===== config.mk =====
export PLATFORM = sky130hd
export DESIGN_NAME = ticket_key_rotation_table
export DESIGN_NICKNAME = d
export VERILOG_FILES = /design/src/rtl/tkrt_pkg.sv /design/src/rtl/tkrt_front.sv /design/src/rtl/tkrt_back.sv /design/src/rtl/ticket_key_rotation_table.sv
export SDC_FILE = /design/constraint.sdc
export NUM_CORES = 2
export LEC_CHECK = 0
export BUFFER_PORTS_ARGS = -buffer_cell sky130_fd_sc_hd__buf_2
export CAP_MARGIN = 20
export CORE_MARGIN = 5
export CORE_UTILIZATION = 30
export CTS_CLUSTER_SIZE = 24
export DETAILED_ROUTE_END_ITERATION = 8
export GPL_ROUTABILITY_DRIVEN = 0
export SYNTH_ARGS = -nofsm -noshare
export SYNTH_HDL_FRONTEND = slang
export SYNTH_HIERARCHICAL = 1
export SYNTH_SLANG_ARGS = --single-unit

===== constraint.sdc =====
create_clock -name clock -period 8.5 [get_ports clock]
set_input_delay 0 -clock clock [delete_from_list [all_inputs] [get_ports clock]]
set_output_delay 0 -clock clock [all_outputs]
set_load 0.02 [all_outputs]

===== src/rtl/tkrt_pkg.sv =====
`timescale 1ns / 1ps

package tkrt_pkg;

   localparam int KIND_W   = 3;
   localparam int NOW_W    = 32;
   localparam int KEY_W    = 64;
   localparam int STATUS_W = 2;
   localparam int SLOT_W   = 2;
   localparam int COUNT_W  = 3;
   localparam int ROT_W    = 32;

   localparam logic [KIND_W-1:0] KIND_CHECK  = 3'd0;
   localparam logic [KIND_W-1:0] KIND_FORCE  = 3'd1;
   localparam logic [KIND_W-1:0] KIND_FIND   = 3'd2;
   localparam logic [KIND_W-1:0] KIND_PURGE  = 3'd3;
   localparam logic [KIND_W-1:0] KIND_ACTIVE = 3'd4;

   localparam logic [STATUS_W-1:0] STATUS_OK        = 2'd0;
   localparam logic [STATUS_W-1:0] STATUS_NO_ACTIVE = 2'd1;
   localparam logic [STATUS_W-1:0] STATUS_NO_MATCH  = 2'd2;

   localparam int CSR_INDEX_W = 1;
   localparam int CSR_DATA_W  = 32;
   localparam logic [CSR_INDEX_W-1:0] CSR_ROT_INTERVAL = 1'd0;
   localparam logic [CSR_INDEX_W-1:0] CSR_GRACE        = 1'd1;
   localparam logic [CSR_DATA_W-1:0]  ROT_INTERVAL_RESET = 32'd3600;
   localparam logic [CSR_DATA_W-1:0]  GRACE_RESET        = 32'd1800;

   // decoded request
   typedef struct packed {
      logic rotate;
      logic forced;
      logic find;
      logic purge;
      logic active;
   } cmd_type;

   typedef struct packed {
      logic full;
      logic valid;
   } fifo_stat_type;

endpackage


===== src/rtl/tkrt_front.sv =====
`timescale 1ns / 1ps

module tkrt_front #(
   parameter int TIME_BITS = 32,
   parameter int NAME_BITS = 64
) (
   input  logic                          clock,
   input  logic                          reset,
   input  logic                          req_valid,
   output logic                          req_stall,
   input  logic [tkrt_pkg::KIND_W-1:0]   req_kind,
   input  logic [tkrt_pkg::NOW_W-1:0]    req_now_time,
   input  logic [tkrt_pkg::KEY_W-1:0]    req_key_name,
   input  logic                          q_pop,
   output tkrt_pkg::cmd_type             q_cmd,
   output logic [TIME_BITS-1:0]          q_now,
   output logic [NAME_BITS-1:0]          q_name,
   output tkrt_pkg::fifo_stat_type       q_stat
);

   tkrt_pkg::cmd_type           cmd_ff [2];
   logic [TIME_BITS-1:0]        now_ff [2];
   logic [NAME_BITS-1:0]        name_ff [2];
   logic                        wr_ptr_ff, wr_ptr_in;
   logic                        rd_ptr_ff, rd_ptr_in;
   logic [1:0]                  cnt_ff, cnt_in;

   tkrt_pkg::cmd_type           cmd_dec;
   logic [TIME_BITS+tkrt_pkg::NOW_W-1:0] now_ext;
   logic                        push;
   logic                        pop;

   always_comb begin
      cmd_dec = '0;
      unique case (req_kind)
         tkrt_pkg::KIND_CHECK: cmd_dec.rotate = 1'b1;
         tkrt_pkg::KIND_FORCE: begin
            cmd_dec.rotate = 1'b1;
            cmd_dec.forced = 1'b1;
         end
         tkrt_pkg::KIND_FIND:   cmd_dec.find   = 1'b1;
         tkrt_pkg::KIND_PURGE:  cmd_dec.purge  = 1'b1;
         tkrt_pkg::KIND_ACTIVE: cmd_dec.active = 1'b1;
         default:               cmd_dec = '0;
      endcase
   end

   assign now_ext = {{TIME_BITS{1'b0}}, req_now_time};

   assign q_stat.full  = (cnt_ff == 2'd2);
   assign q_stat.valid = (cnt_ff != 2'd0);
   assign req_stall    = q_stat.full;
   assign push         = req_valid && !q_stat.full;
   assign pop          = q_pop && q_stat.valid;

   assign q_cmd  = cmd_ff[rd_ptr_ff];
   assign q_now  = now_ff[rd_ptr_ff];
   assign q_name = name_ff[rd_ptr_ff];

   always_comb begin
      wr_ptr_in = push ? !wr_ptr_ff : wr_ptr_ff;
      rd_ptr_in = pop ? !rd_ptr_ff : rd_ptr_ff;
      cnt_in    = cnt_ff;
      if (push && !pop) begin
         cnt_in = cnt_ff + 2'd1;
      end else if (pop && !push) begin
         cnt_in = cnt_ff - 2'd1;
      end
   end

   always_ff @(posedge clock) begin
      if (reset) begin
         wr_ptr_ff <= 1'b0;
         rd_ptr_ff <= 1'b0;
         cnt_ff    <= 2'd0;
      end else begin
         wr_ptr_ff <= wr_ptr_in;
         rd_ptr_ff <= rd_ptr_in;
         cnt_ff    <= cnt_in;
      end
   end

   always_ff @(posedge clock) begin
      if (push) begin
         cmd_ff[wr_ptr_ff]  <= cmd_dec;
         now_ff[wr_ptr_ff]  <= now_ext[TIME_BITS-1:0];
         name_ff[wr_ptr_ff] <= req_key_name[NAME_BITS-1:0];
      end
   end

endmodule


===== src/rtl/tkrt_back.sv =====
`timescale 1ns / 1ps

module tkrt_back #(
   parameter int TABLE_SLOTS = 4,
   parameter int NAME_BITS   = 64,
   parameter int TIME_BITS   = 32
) (
   input  logic                            clock,
   input  logic                            reset,
   input  logic                            q_valid,
   output logic                            q_pop,
   input  tkrt_pkg::cmd_type               q_cmd,
   input  logic [TIME_BITS-1:0]            q_now,
   input  logic [NAME_BITS-1:0]            q_name,
   input  logic [tkrt_pkg::CSR_DATA_W-1:0] rotation_interval,
   input  logic [tkrt_pkg::CSR_DATA_W-1:0] grace_period,
   output logic                            rsp_valid,
   input  logic                            rsp_stall,
   output logic [tkrt_pkg::STATUS_W-1:0]   rsp_status,
   output logic                            rsp_rotated,
   output logic [tkrt_pkg::SLOT_W-1:0]     rsp_slot,
   output logic [tkrt_pkg::COUNT_W-1:0]    rsp_purged,
   output logic [tkrt_pkg::COUNT_W-1:0]    rsp_occupied,
   output logic [tkrt_pkg::ROT_W-1:0]      rsp_rotation_count
);

   localparam int IDX_W = (TABLE_SLOTS > 1) ? $clog2(TABLE_SLOTS) : 1;
   localparam int CNT_W = $clog2(TABLE_SLOTS + 1);
   localparam int EXP_W = TIME_BITS + 2;
   localparam int SUM_W = ((TIME_BITS > 32) ? TIME_BITS : 32) + 2;
   localparam logic [IDX_W-1:0] LAST_IDX = IDX_W'(TABLE_SLOTS - 1);

   localparam logic [2:0] ST_IDLE   = 3'd0;
   localparam logic [2:0] ST_SCAN   = 3'd1;
   localparam logic [2:0] ST_DECIDE = 3'd2;
   localparam logic [2:0] ST_WRITE  = 3'd3;
   localparam logic [2:0] ST_FINISH = 3'd4;

   // slot table
   logic [TIME_BITS-1:0] created_ff [TABLE_SLOTS];
   logic [TIME_BITS-1:0] created_in [TABLE_SLOTS];
   logic [EXP_W-1:0]     expires_ff [TABLE_SLOTS];
   logic [EXP_W-1:0]     expires_in [TABLE_SLOTS];
   logic [NAME_BITS-1:0] name_ff [TABLE_SLOTS];
   logic [NAME_BITS-1:0] name_in [TABLE_SLOTS];
   logic [TABLE_SLOTS-1:0] live_ff, live_in;
   logic                 cur_valid_ff, cur_valid_in;
   logic [IDX_W-1:0]     cur_slot_ff, cur_slot_in;
   logic [tkrt_pkg::ROT_W-1:0] counter_ff, counter_in;
   logic [CNT_W-1:0]     occ_ff, occ_in;

   // per-request working state
   logic [2:0]           state_ff, state_in;
   tkrt_pkg::cmd_type    cmd_ff, cmd_in;
   logic [TIME_BITS-1:0] now_ff, now_in;
   logic [NAME_BITS-1:0] key_ff, key_in;
   logic [IDX_W-1:0]     idx_ff, idx_in;
   logic                 free_found_ff, free_found_in;
   logic [IDX_W-1:0]     free_idx_ff, free_idx_in;
   logic                 old_found_ff, old_found_in;
   logic [IDX_W-1:0]     old_idx_ff, old_idx_in;
   logic [TIME_BITS-1:0] oldest_ff, oldest_in;
   logic [TIME_BITS-1:0] cur_created_ff, cur_created_in;
   logic [SUM_W-1:0]     part_ff, part_in;
   logic                 match_ff, match_in;
   logic [CNT_W-1:0]     purged_ff, purged_in;
   logic                 rotated_ff, rotated_in;
   logic [IDX_W-1:0]     res_slot_ff, res_slot_in;

   // result register
   logic                         rsp_valid_ff, rsp_valid_in;
   logic [tkrt_pkg::STATUS_W-1:0] rsp_status_ff, rsp_status_in;
   logic                         rsp_rotated_ff, rsp_rotated_in;
   logic [tkrt_pkg::SLOT_W-1:0]  rsp_slot_ff, rsp_slot_in;
   logic [tkrt_pkg::COUNT_W-1:0] rsp_purged_ff, rsp_purged_in;
   logic [tkrt_pkg::COUNT_W-1:0] rsp_occ_ff, rsp_occ_in;
   logic [tkrt_pkg::ROT_W-1:0]   rsp_count_ff, rsp_count_in;

   logic [TIME_BITS-1:0] scan_created;
   logic                 scan_used;
   logic                 scan_expired;
   logic                 scan_protected;
   logic                 due;
   logic [IDX_W-1:0]     pick;
   logic                 active_ok;
   logic [IDX_W-1:0]     slot_sel;
   logic [IDX_W+1:0]     slot_ext;
   logic [CNT_W+2:0]     purged_ext;
   logic [CNT_W+2:0]     occ_ext;

   assign scan_created   = created_ff[idx_ff];
   assign scan_used      = (scan_created != '0);
   assign scan_expired   = (EXP_W'(now_ff) > expires_ff[idx_ff]);
   assign scan_protected = cur_valid_ff && (idx_ff == cur_slot_ff) && live_ff[idx_ff];
   assign due = (SUM_W'(now_ff) >= (SUM_W'(cur_created_ff) + SUM_W'(rotation_interval)));
   assign pick = free_found_ff ? free_idx_ff : (old_found_ff ? old_idx_ff : '0);
   assign active_ok = cur_valid_ff && live_ff[cur_slot_ff];
   assign slot_sel = (cmd_ff.active && active_ok) ? cur_slot_ff : res_slot_ff;
   assign slot_ext   = {2'b00, slot_sel};
   assign purged_ext = {3'b000, purged_ff};
   assign occ_ext    = {3'b000, occ_ff};

   always_comb begin
      created_in     = created_ff;
      expires_in     = expires_ff;
      name_in        = name_ff;
      live_in        = live_ff;
      cur_valid_in   = cur_valid_ff;
      cur_slot_in    = cur_slot_ff;
      counter_in     = counter_ff;
      occ_in         = occ_ff;
      state_in       = state_ff;
      cmd_in         = cmd_ff;
      now_in         = now_ff;
      key_in         = key_ff;
      idx_in         = idx_ff;
      free_found_in  = free_found_ff;
      free_idx_in    = free_idx_ff;
      old_found_in   = old_found_ff;
      old_idx_in     = old_idx_ff;
      oldest_in      = oldest_ff;
      cur_created_in = cur_created_ff;
      part_in        = part_ff;
      match_in       = match_ff;
      purged_in      = purged_ff;
      rotated_in     = rotated_ff;
      res_slot_in    = res_slot_ff;
      rsp_valid_in   = rsp_valid_ff && rsp_stall;
      rsp_status_in  = rsp_status_ff;
      rsp_rotated_in = rsp_rotated_ff;
      rsp_slot_in    = rsp_slot_ff;
      rsp_purged_in  = rsp_purged_ff;
      rsp_occ_in     = rsp_occ_ff;
      rsp_count_in   = rsp_count_ff;
      q_pop          = 1'b0;

      unique case (state_ff)
         ST_IDLE: begin
            if (q_valid) begin
               q_pop         = 1'b1;
               cmd_in        = q_cmd;
               now_in        = q_now;
               key_in        = q_name;
               idx_in        = '0;
               free_found_in = 1'b0;
               old_found_in  = 1'b0;
               oldest_in     = q_now;
               match_in      = 1'b0;
               purged_in     = '0;
               rotated_in    = 1'b0;
               res_slot_in   = '0;
               part_in       = SUM_W'(q_now) + SUM_W'(rotation_interval);
               state_in      = (q_cmd.rotate || q_cmd.find || q_cmd.purge) ?
                               ST_SCAN : ST_FINISH;
            end
         end
         ST_SCAN: begin
            if (cmd_ff.rotate) begin
               if (idx_ff == cur_slot_ff) begin
                  cur_created_in = scan_created;
               end
               if (!scan_used && !free_found_ff) begin
                  free_found_in = 1'b1;
                  free_idx_in   = idx_ff;
               end
               if (scan_created < oldest_ff) begin
                  oldest_in    = scan_created;
                  old_idx_in   = idx_ff;
                  old_found_in = 1'b1;
               end
            end
            if (cmd_ff.find && !match_ff && scan_used && !scan_expired &&
                (name_ff[idx_ff] == key_ff)) begin
               match_in    = 1'b1;
               res_slot_in = idx_ff;
            end
            if (cmd_ff.purge && scan_used && !scan_protected && scan_expired) begin
               created_in[idx_ff] = '0;
               live_in[idx_ff]    = 1'b0;
               purged_in          = purged_ff + CNT_W'(1);
               occ_in             = occ_ff - CNT_W'(1);
            end
            if (idx_ff == LAST_IDX) begin
               state_in = cmd_ff.rotate ? ST_DECIDE : ST_FINISH;
            end else begin
               idx_in = idx_ff + IDX_W'(1);
            end
         end
         ST_DECIDE: begin
            if (cmd_ff.forced || !cur_valid_ff || due) begin
               state_in = ST_WRITE;
            end else begin
               res_slot_in = cur_slot_ff;
               state_in    = ST_FINISH;
            end
         end
         ST_WRITE: begin
            if (cur_valid_ff) begin
               live_in[cur_slot_ff] = 1'b0;
            end
            live_in[pick]    = 1'b1;
            created_in[pick] = now_ff;
            expires_in[pick] = EXP_W'(part_ff + SUM_W'(grace_period));
            name_in[pick]    = key_ff;
            counter_in       = counter_ff + tkrt_pkg::ROT_W'(1);
            occ_in           = occ_ff + CNT_W'(now_ff != '0) - CNT_W'(!free_found_ff);
            cur_slot_in      = pick;
            cur_valid_in     = 1'b1;
            rotated_in       = 1'b1;
            res_slot_in      = pick;
            state_in         = ST_FINISH;
         end
         ST_FINISH: begin
            if (!rsp_valid_ff || !rsp_stall) begin
               rsp_valid_in = 1'b1;
               if (cmd_ff.find && !match_ff) begin
                  rsp_status_in = tkrt_pkg::STATUS_NO_MATCH;
               end else if (cmd_ff.active && !active_ok) begin
                  rsp_status_in = tkrt_pkg::STATUS_NO_ACTIVE;
               end else begin
                  rsp_status_in = tkrt_pkg::STATUS_OK;
               end
               rsp_rotated_in = rotated_ff;
               rsp_slot_in    = slot_ext[tkrt_pkg::SLOT_W-1:0];
               rsp_purged_in  = purged_ext[tkrt_pkg::COUNT_W-1:0];
               rsp_occ_in     = occ_ext[tkrt_pkg::COUNT_W-1:0];
               rsp_count_in   = counter_ff;
               state_in       = ST_IDLE;
            end
         end
         default: state_in = ST_IDLE;
      endcase
   end

   always_ff @(posedge clock) begin
      if (reset) begin
         state_ff     <= ST_IDLE;
         rsp_valid_ff <= 1'b0;
         cur_valid_ff <= 1'b0;
         cur_slot_ff  <= '0;
         counter_ff   <= '0;
         occ_ff       <= '0;
         live_ff      <= '0;
         for (int i = 0; i < TABLE_SLOTS; i++) begin
            created_ff[i] <= '0;
         end
      end else begin
         state_ff     <= state_in;
         rsp_valid_ff <= rsp_valid_in;
         cur_valid_ff <= cur_valid_in;
         cur_slot_ff  <= cur_slot_in;
         counter_ff   <= counter_in;
         occ_ff       <= occ_in;
         live_ff      <= live_in;
         created_ff   <= created_in;
      end
   end

   always_ff @(posedge clock) begin
      expires_ff     <= expires_in;
      name_ff        <= name_in;
      cmd_ff         <= cmd_in;
      now_ff         <= now_in;
      key_ff         <= key_in;
      idx_ff         <= idx_in;
      free_found_ff  <= free_found_in;
      free_idx_ff    <= free_idx_in;
      old_found_ff   <= old_found_in;
      old_idx_ff     <= old_idx_in;
      oldest_ff      <= oldest_in;
      cur_created_ff <= cur_created_in;
      part_ff        <= part_in;
      match_ff       <= match_in;
      purged_ff      <= purged_in;
      rotated_ff     <= rotated_in;
      res_slot_ff    <= res_slot_in;
      rsp_status_ff  <= rsp_status_in;
      rsp_rotated_ff <= rsp_rotated_in;
      rsp_slot_ff    <= rsp_slot_in;
      rsp_purged_ff  <= rsp_purged_in;
      rsp_occ_ff     <= rsp_occ_in;
      rsp_count_ff   <= rsp_count_in;
   end

   assign rsp_valid          = rsp_valid_ff;
   assign rsp_status         = rsp_status_ff;
   assign rsp_rotated        = rsp_rotated_ff;
   assign rsp_slot           = rsp_slot_ff;
   assign rsp_purged         = rsp_purged_ff;
   assign rsp_occupied       = rsp_occ_ff;
   assign rsp_rotation_count = rsp_count_ff;

endmodule


===== src/rtl/ticket_key_rotation_table.sv =====
`timescale 1ns / 1ps

// channel   ports                                            direction
// request   req_valid req_stall req_kind req_now_time         in
//           req_key_name
// response  rsp_valid rsp_stall rsp_status rsp_rotated        out
//           rsp_slot rsp_purged rsp_occupied rsp_rotation_count
// csr       csr_write_enable csr_index csr_write_data         in
//
// The back end scans the table one slot per cycle for lookup, purge and rotation
// requests; a rotation then decides and writes the new key, a check that keeps the
// current key only decides, and get_active and unused kinds skip the scan.
// A two-entry queue takes requests while the back end works or a response waits.
// Synchronous reset empties the table and the queue; no clearing pass.

module ticket_key_rotation_table #(
   parameter int TABLE_SLOTS = 4,
   parameter int NAME_BITS   = 64,
   parameter int TIME_BITS   = 32
) (
   input  logic                              clock,
   input  logic                              reset,
   input  logic                              req_valid,
   output logic                              req_stall,
   input  logic [tkrt_pkg::KIND_W-1:0]       req_kind,
   input  logic [tkrt_pkg::NOW_W-1:0]        req_now_time,
   input  logic [tkrt_pkg::KEY_W-1:0]        req_key_name,
   output logic                              rsp_valid,
   input  logic                              rsp_stall,
   output logic [tkrt_pkg::STATUS_W-1:0]     rsp_status,
   output logic                              rsp_rotated,
   output logic [tkrt_pkg::SLOT_W-1:0]       rsp_slot,
   output logic [tkrt_pkg::COUNT_W-1:0]      rsp_purged,
   output logic [tkrt_pkg::COUNT_W-1:0]      rsp_occupied,
   output logic [tkrt_pkg::ROT_W-1:0]        rsp_rotation_count,
   input  logic                              csr_write_enable,
   input  logic [tkrt_pkg::CSR_INDEX_W-1:0]  csr_index,
   input  logic [tkrt_pkg::CSR_DATA_W-1:0]   csr_write_data
);

   logic [tkrt_pkg::CSR_DATA_W-1:0] interval_ff, interval_in;
   logic [tkrt_pkg::CSR_DATA_W-1:0] grace_ff, grace_in;

   tkrt_pkg::cmd_type       q_cmd;
   tkrt_pkg::fifo_stat_type q_stat;
   logic [TIME_BITS-1:0]    q_now;
   logic [NAME_BITS-1:0]    q_name;
   logic                    q_pop;

   always_comb begin
      interval_in = interval_ff;
      grace_in    = grace_ff;
      if (csr_write_enable) begin
         unique case (csr_index)
            tkrt_pkg::CSR_ROT_INTERVAL: interval_in = csr_write_data;
            tkrt_pkg::CSR_GRACE:        grace_in    = csr_write_data;
            default:                    interval_in = interval_ff;
         endcase
      end
   end

   always_ff @(posedge clock) begin
      if (reset) begin
         interval_ff <= tkrt_pkg::ROT_INTERVAL_RESET;
         grace_ff    <= tkrt_pkg::GRACE_RESET;
      end else begin
         interval_ff <= interval_in;
         grace_ff    <= grace_in;
      end
   end

   tkrt_front #(
      .TIME_BITS (TIME_BITS),
      .NAME_BITS (NAME_BITS)
   ) u_front (
      .clock        (clock),
      .reset        (reset),
      .req_valid    (req_valid),
      .req_stall    (req_stall),
      .req_kind     (req_kind),
      .req_now_time (req_now_time),
      .req_key_name (req_key_name),
      .q_pop        (q_pop),
      .q_cmd        (q_cmd),
      .q_now        (q_now),
      .q_name       (q_name),
      .q_stat       (q_stat)
   );

   tkrt_back #(
      .TABLE_SLOTS (TABLE_SLOTS),
      .NAME_BITS   (NAME_BITS),
      .TIME_BITS   (TIME_BITS)
   ) u_back (
      .clock              (clock),
      .reset              (reset),
      .q_valid            (q_stat.valid),
      .q_pop              (q_pop),
      .q_cmd              (q_cmd),
      .q_now              (q_now),
      .q_name             (q_name),
      .rotation_interval  (interval_ff),
      .grace_period       (grace_ff),
      .rsp_valid          (rsp_valid),
      .rsp_stall          (rsp_stall),
      .rsp_status         (rsp_status),
      .rsp_rotated        (rsp_rotated),
      .rsp_slot           (rsp_slot),
      .rsp_purged         (rsp_purged),
      .rsp_occupied       (rsp_occupied),
      .rsp_rotation_count (rsp_rotation_count)
   );

`ifndef SYNTHESIS
   a_rotated_ok: assert property (@(posedge clock) disable iff (reset)
      (rsp_valid && rsp_rotated) |-> (rsp_status == tkrt_pkg::STATUS_OK))
      else $error("rotated response with failing status");

   a_no_match_slot: assert property (@(posedge clock) disable iff (reset)
      (rsp_valid && rsp_status == tkrt_pkg::STATUS_NO_MATCH) |->
      (rsp_slot == '0 && !rsp_rotated && rsp_purged == '0))
      else $error("failed lookup reports a slot or side effect");

   a_purge_exclusive: assert property (@(posedge clock) disable iff (reset)
      (rsp_valid && rsp_purged != '0) |->
      (!rsp_rotated && rsp_status == tkrt_pkg::STATUS_OK && rsp_slot == '0))
      else $error("purge response mixed with other results");

   a_pop_needs_entry: assert property (@(posedge clock) disable iff (reset)
      q_pop |-> q_stat.valid)
      else $error("back end popped an empty queue");
`endif

endmodule

Yosys cells after proc, flatten, opt, wreduce, memory -nomap -nowiden. Memories as Yosys holds them, arrays and structs flattened. A register that Yosys moved wholly into a read port is not among the register bits. Index checks and enable logic that the tools add are counted.

Bits in registers: 827. RAM bits: 202. Input bits: 137. Output and inout bits: 45. Logic and storage cells: 265. Memories kept: 3.

Memories: u_front.name_ff (depth 2, bits a word 64, read ports 1, clocked after Yosys merged registers in 1, write ports 1, RTL line tkrt_front.sv:23) `logic [NAME_BITS-1:0] name_ff [2];`; u_front.now_ff (depth 2, bits a word 32, read ports 1, clocked after Yosys merged registers in 1, write ports 1, RTL line tkrt_front.sv:22) `logic [TIME_BITS-1:0] now_ff [2];`; u_front.cmd_ff (depth 2, bits a word 5, read ports 1, clocked after Yosys merged registers in 1, write ports 1, RTL line tkrt_front.sv:21) `tkrt_pkg::cmd_type cmd_ff [2];`.

Add/subtract/negate cells: 11. Order comparisons: 13. Eq/ne operators: 22. Mux-type cells: 89. Bitwise logic cells: 10. Reduce and logical (&&, ||, !) cells: 69.

Operators by type and width (number): $bwmux W256 (1); $pmux W128 S2 (1); $mux W32 (7); $mux W64 (3); $bwmux W136 (1); $and A128 B128 Y128 (1); $bmux W64 S2 (1); $bwmux W128 (1); $demux W32 S2 (2); $demux W64 S2 (1); $mux W128 (1); $not A128 Y128 (1); $mux W34 (3); $bmux W34 S2 (1); $demux W34 S2 (1); $add A32 B32 Y33 (2); $bmux W32 S2 (1); $eq A64 B64 Y1 (1); $pmux W32 S2 (1); $reduce_bool A32 Y1 (2); $add A34 B32 Y34 (1); $ge A32 B34 Y1 (1); $gt A32 B34 Y1 (1); $add A32 B1 Y32 const B (1); other kinds (45) (177).

Longest topological paths before layout.
Depth in word-level cells: 10. Gate-level depth with buffers: 21. Gate-level depth less buffers: 21.

By module. Netlist, hierarchy kept.

By module, submodules not included: tkrt_back (instances 1, cells each 2641, area an instance 37329.6 um2, sequential area each 22942.0 um2); tkrt_front (instances 1, cells each 345, area an instance 7578.5 um2, sequential area each 6165.9 um2); ticket_key_rotation_table (instances 1, cells each 248, area an instance 2643.8 um2, sequential area each 1281.2 um2).

Least setup slack after synthesis. Ideal clock, no wire load.

Kind: register -> register. Start point: register u_back.state_ff[2]. End point: register u_front.cnt_ff[1]. Library setup time: 0.070 ns. Data arrival time: 8.904 ns. Data required time: 8.430 ns. Slack: -0.473 ns. Stages on the path, launching flop included: 11. Path buffers: 2. Period minus slack after synthesis: 8.973 ns. Cells stage by stage: dfxtp_1 > clkbuf_1 > nor2b_1 > nand2b_1 > inv_1 > clkbuf_1 > nor2_1 > o21ai_0 > ha_1 > or3_1 > a21oi_1.

Cells in the longest elaborated chain, start to end: 6. Elaborated cells on any way between the ends: 8. Classes of those cells: mux (2); reduce/logical (6).

RTL lines: start, declared (RTL line tkrt_back.sv:53) `logic [2:0] state_ff, state_in;`; start signal, assigned (RTL line tkrt_back.sv:248) `state_ff <= state_in;`; $logic_not A3 Y1 * (RTL line tkrt_back.sv:137) `unique case (state_ff)`; $mux W1 * (RTL line tkrt_back.sv:137); net q_pop (RTL line ticket_key_rotation_table.sv:48) `logic q_pop;`; $logic_and A1 B1 Y1 * (RTL line tkrt_front.sv:54) `assign pop = q_pop && q_stat.valid;`; $logic_not A1 Y1 (RTL line tkrt_front.sv:64) `if (push && !pop) begin`; $logic_and A1 B1 Y1 (RTL line tkrt_front.sv:64); $mux W2 or $reduce_bool A2 Y1 (tied branches); end signal, assigned (RTL line tkrt_front.sv:79) `cnt_ff <= cnt_in;`; end, declared (RTL line tkrt_front.sv:26) `logic [1:0] cnt_ff, cnt_in;`.

Mark *: on every way through the listed nets, which the timed path passes. The rest lies on a longest branch. A chain may end at the register's enable or synchronous reset.

Worst setup path in the final report.
Start point: register u_back.cur_created_ff[0]. End point: register u_back.res_slot_ff[0] (enable).

Cells in the longest elaborated chain, start to end: 5.

RTL lines: start, declared (RTL line tkrt_back.sv:63) `logic [TIME_BITS-1:0] cur_created_ff, cur_created_in;`; start signal, assigned (RTL line tkrt_back.sv:271) `cur_created_ff <= cur_created_in;`; $add A32 B32 Y33 (RTL line tkrt_back.sv:95) `assign due = (SUM_W'(now_ff) >= (SUM_W'(cur_created_ff) + SUM_W'(rotation_interval)));`; $ge A32 B34 Y1 (RTL line tkrt_back.sv:95); $logic_or A1 B1 Y1 (RTL line tkrt_back.sv:190) `if (cmd_ff.forced || !cur_valid_ff || due) begin`; $ne A2 B2 Y1 (no source line); $reduce_and A4 Y1 (no source line); end signal, assigned (RTL line tkrt_back.sv:276) `res_slot_ff <= res_slot_in;`; end, declared (RTL line tkrt_back.sv:68) `logic [IDX_W-1:0] res_slot_ff, res_slot_in;`.

No other way between the ends.

==> impl_metrics.json <==
{
  "clockBufferDepth": 3,
  "cts-root-buf": "clkbuf_16",
  "end_kind": "register",
  "grt_antenna_before_repair": 9,
  "hold_slack_ns": 0.0569,
  "critical_path_class": "reg -> reg",
  "die_width_um": 408,
  "cts_sinks": 1093,
  "avgViaCountPerCell": 4.88,
  "avgRoutedWirePerCell_um": 20.4,
  "postCtsSetupBuffers": 0,
  "syn_nets": 3575,
  "p_per_area_nw_per_um2": 306,
  "max_slew_margin_pct": 23.1,
  "grt_pass1_vias": 29000,
  "ant_nets": 0,
  "yosysWarnings": 6,
  "dp.cells": 5393,
  "netlist_instances": 3233,
  "postSynthAreaPerCell_sq_um": 14.7,
  "vias": 28500,
  "fin_nets": 4008,
  "numCtsBuffers": 116,
  "holdBufCountCts": 227,
  "core_area_sq_um": 158000,
  "portBuffers": 181,
  "clock_skew_ns": 0.0482,
  "period_minus_slack_ns": 5.45,
  "worstPathRequired_ns": 8.90,
  "tns_ns": 0,
  "grt_overflow": 0,
  "grt_pass1_wl_mm": 180,
  "syn_area_sq_um": 47500,
  "clock.fmax_mhz": 183,
  "num_io_pins": 182,
  "cts_tree": "yes",
  "hold_class": "in -> reg",
  "drt_drc_violations_left": 0,
  "cp_data_arrival_time_ns": 5.85,
  "leakagePower_nw": 20.7,
  "row_count": 146,
  "vdd_ir_drop_max_mv": 0.369,
  "die-area_sq_um": 167000,
  "tightestPinTransition_ns": 1.15,
  "final_layout_size_suffix_gt1_share_pct": 17.9,
  "n_fill_cell": 14900,
  "grt_util_all_layers_pct": 14.0,
  "start_kind": "register",
  "cts-resized-gates": 0,
  "status": "finished clean",
  "final_cells": 5844,
  "clkTransAtPathRegs_ns": 0.06,
  "drv_slew": 0,
  "hold_violations": 0,
  "dr.pass1.iters": 5,
  "finalCritPeriodShare_pct": 64.1,
  "syn_to_final_growth_pct": 19.7,
  "mostFrequentLayoutCell": "edfxtp_1",
  "final_cell_mix": "850 x edfxtp_1, 242 x dfxtp_1, 227 x dlygate4sd3_1",
  "dp_hpwl_mm": 76.3,
  "worstPathMaxFanout": 4,
  "rsz0062_at_grt": "no",
  "grt_max_degree": 135,
  "die_h_um": 408,
  "htree_levels": 3,
  "setup_viol": 0,
  "start_util_pct": 30.1,
  "drv_cap": 0,
  "clk_latency_ns": 0.75,
  "drt_first_iter_violations": 2142,
  "drt-total-wl_mm": 119
}
==> per-stage QoR <==
stage | util, % | power (mW) | worst slack (ns) | area (sq um)
global route | 36.0 | 18.4 | 2.68 | 56900
global placement | 32.1 | 12.3 | 3.12 | 50700
finish | 36.0 | 17.4 | 3.05 | 56900
CTS | 36.0 | 17.7 | 3.12 | 56900
detailed placement | 32.1 | 12.4 | 3.13 | 50700
floorplan | - | 10.8 | 2.17 | 47500
==> state kept, by name, summed over array words and instances, names as in the netlist, 33 cells and up, named ones only <==
name / cells
u_back/created_ff: 128
u_back/expires_ff: 136
u_back/key_ff: 64
u_back/name_ff: 256
u_back/part_ff: 33
u_front/name_ff: 128
u_front/now_ff: 64
==> layout make-up <==
cell class | instances | area (sq um) | area share (%)
antenna | 2 | 5.00 | 0.00879
clock buffer | 146 | 3110 | 5.46
tap | 2072 | 2590 | 4.55
inverter | 120 | 458 | 0.805
multi-input combinational | 1899 | 16100 | 28.2
timing repair buffer | 436 | 3460 | 6.07
sequential | 1093 | 30400 | 53.4
clock inverter | 76 | 838 | 1.47
==> power by group <==
group          leakage (nW)  switching (mW)  internal [mW]
Clock                  1.94            2.18           2.98
Combinational          8.91            2.79           1.81
Sequential             9.82           0.596           7.08
Total                  20.7            5.57           11.9
==> worst max-delay path, cell delays in order (launching register included) <==
cell,delay [ns]
edfxtp_1,0.36
ha_1,0.24
fa_1,0.41
a21o_1,0.20
a31oi_1,0.27
o31ai_1,0.19
a41o_1,0.33
o21a_1,0.26
a2111oi_0,0.50
o21bai_1,0.15
a21oi_1,0.19
xor2_1,0.16
ha_1,0.26
a21o_1,0.19
a211o_1,0.29
a21o_1,0.17
and4b_1,0.23
a31oi_1,0.10
o41ai_1,0.17
a21oi_1,0.14
nor3_1,0.29
==> layer usage <==
layer,part of all wire [%],global-route usage [%],wire length [um]
met2,47,22.8,55600
met3,6.7,2.83,8010
met1,43,18.6,51700
met4,3.1,4.78,3690
met5,0.023,0,27
==> worst paths after layout <==
kind | slack [ns] | cells after the start | from | endpoint
worst max register to register | 3.05 | 20 | u_back/cur_created_ff[0] | u_back/res_slot_ff[0]
worst min-delay path | 0.06 | 2 | req_key_name[58] | u_front/name_ff[1][58]
worst min register to register | 0.42 | 0 | u_back/rotated_ff | u_back/rsp_rotated
worst max-delay path | 3.05 | 20 | u_back/cur_created_ff[0] | u_back/res_slot_ff[0]
Note: power is estimated with default switching activity, not from simulation.
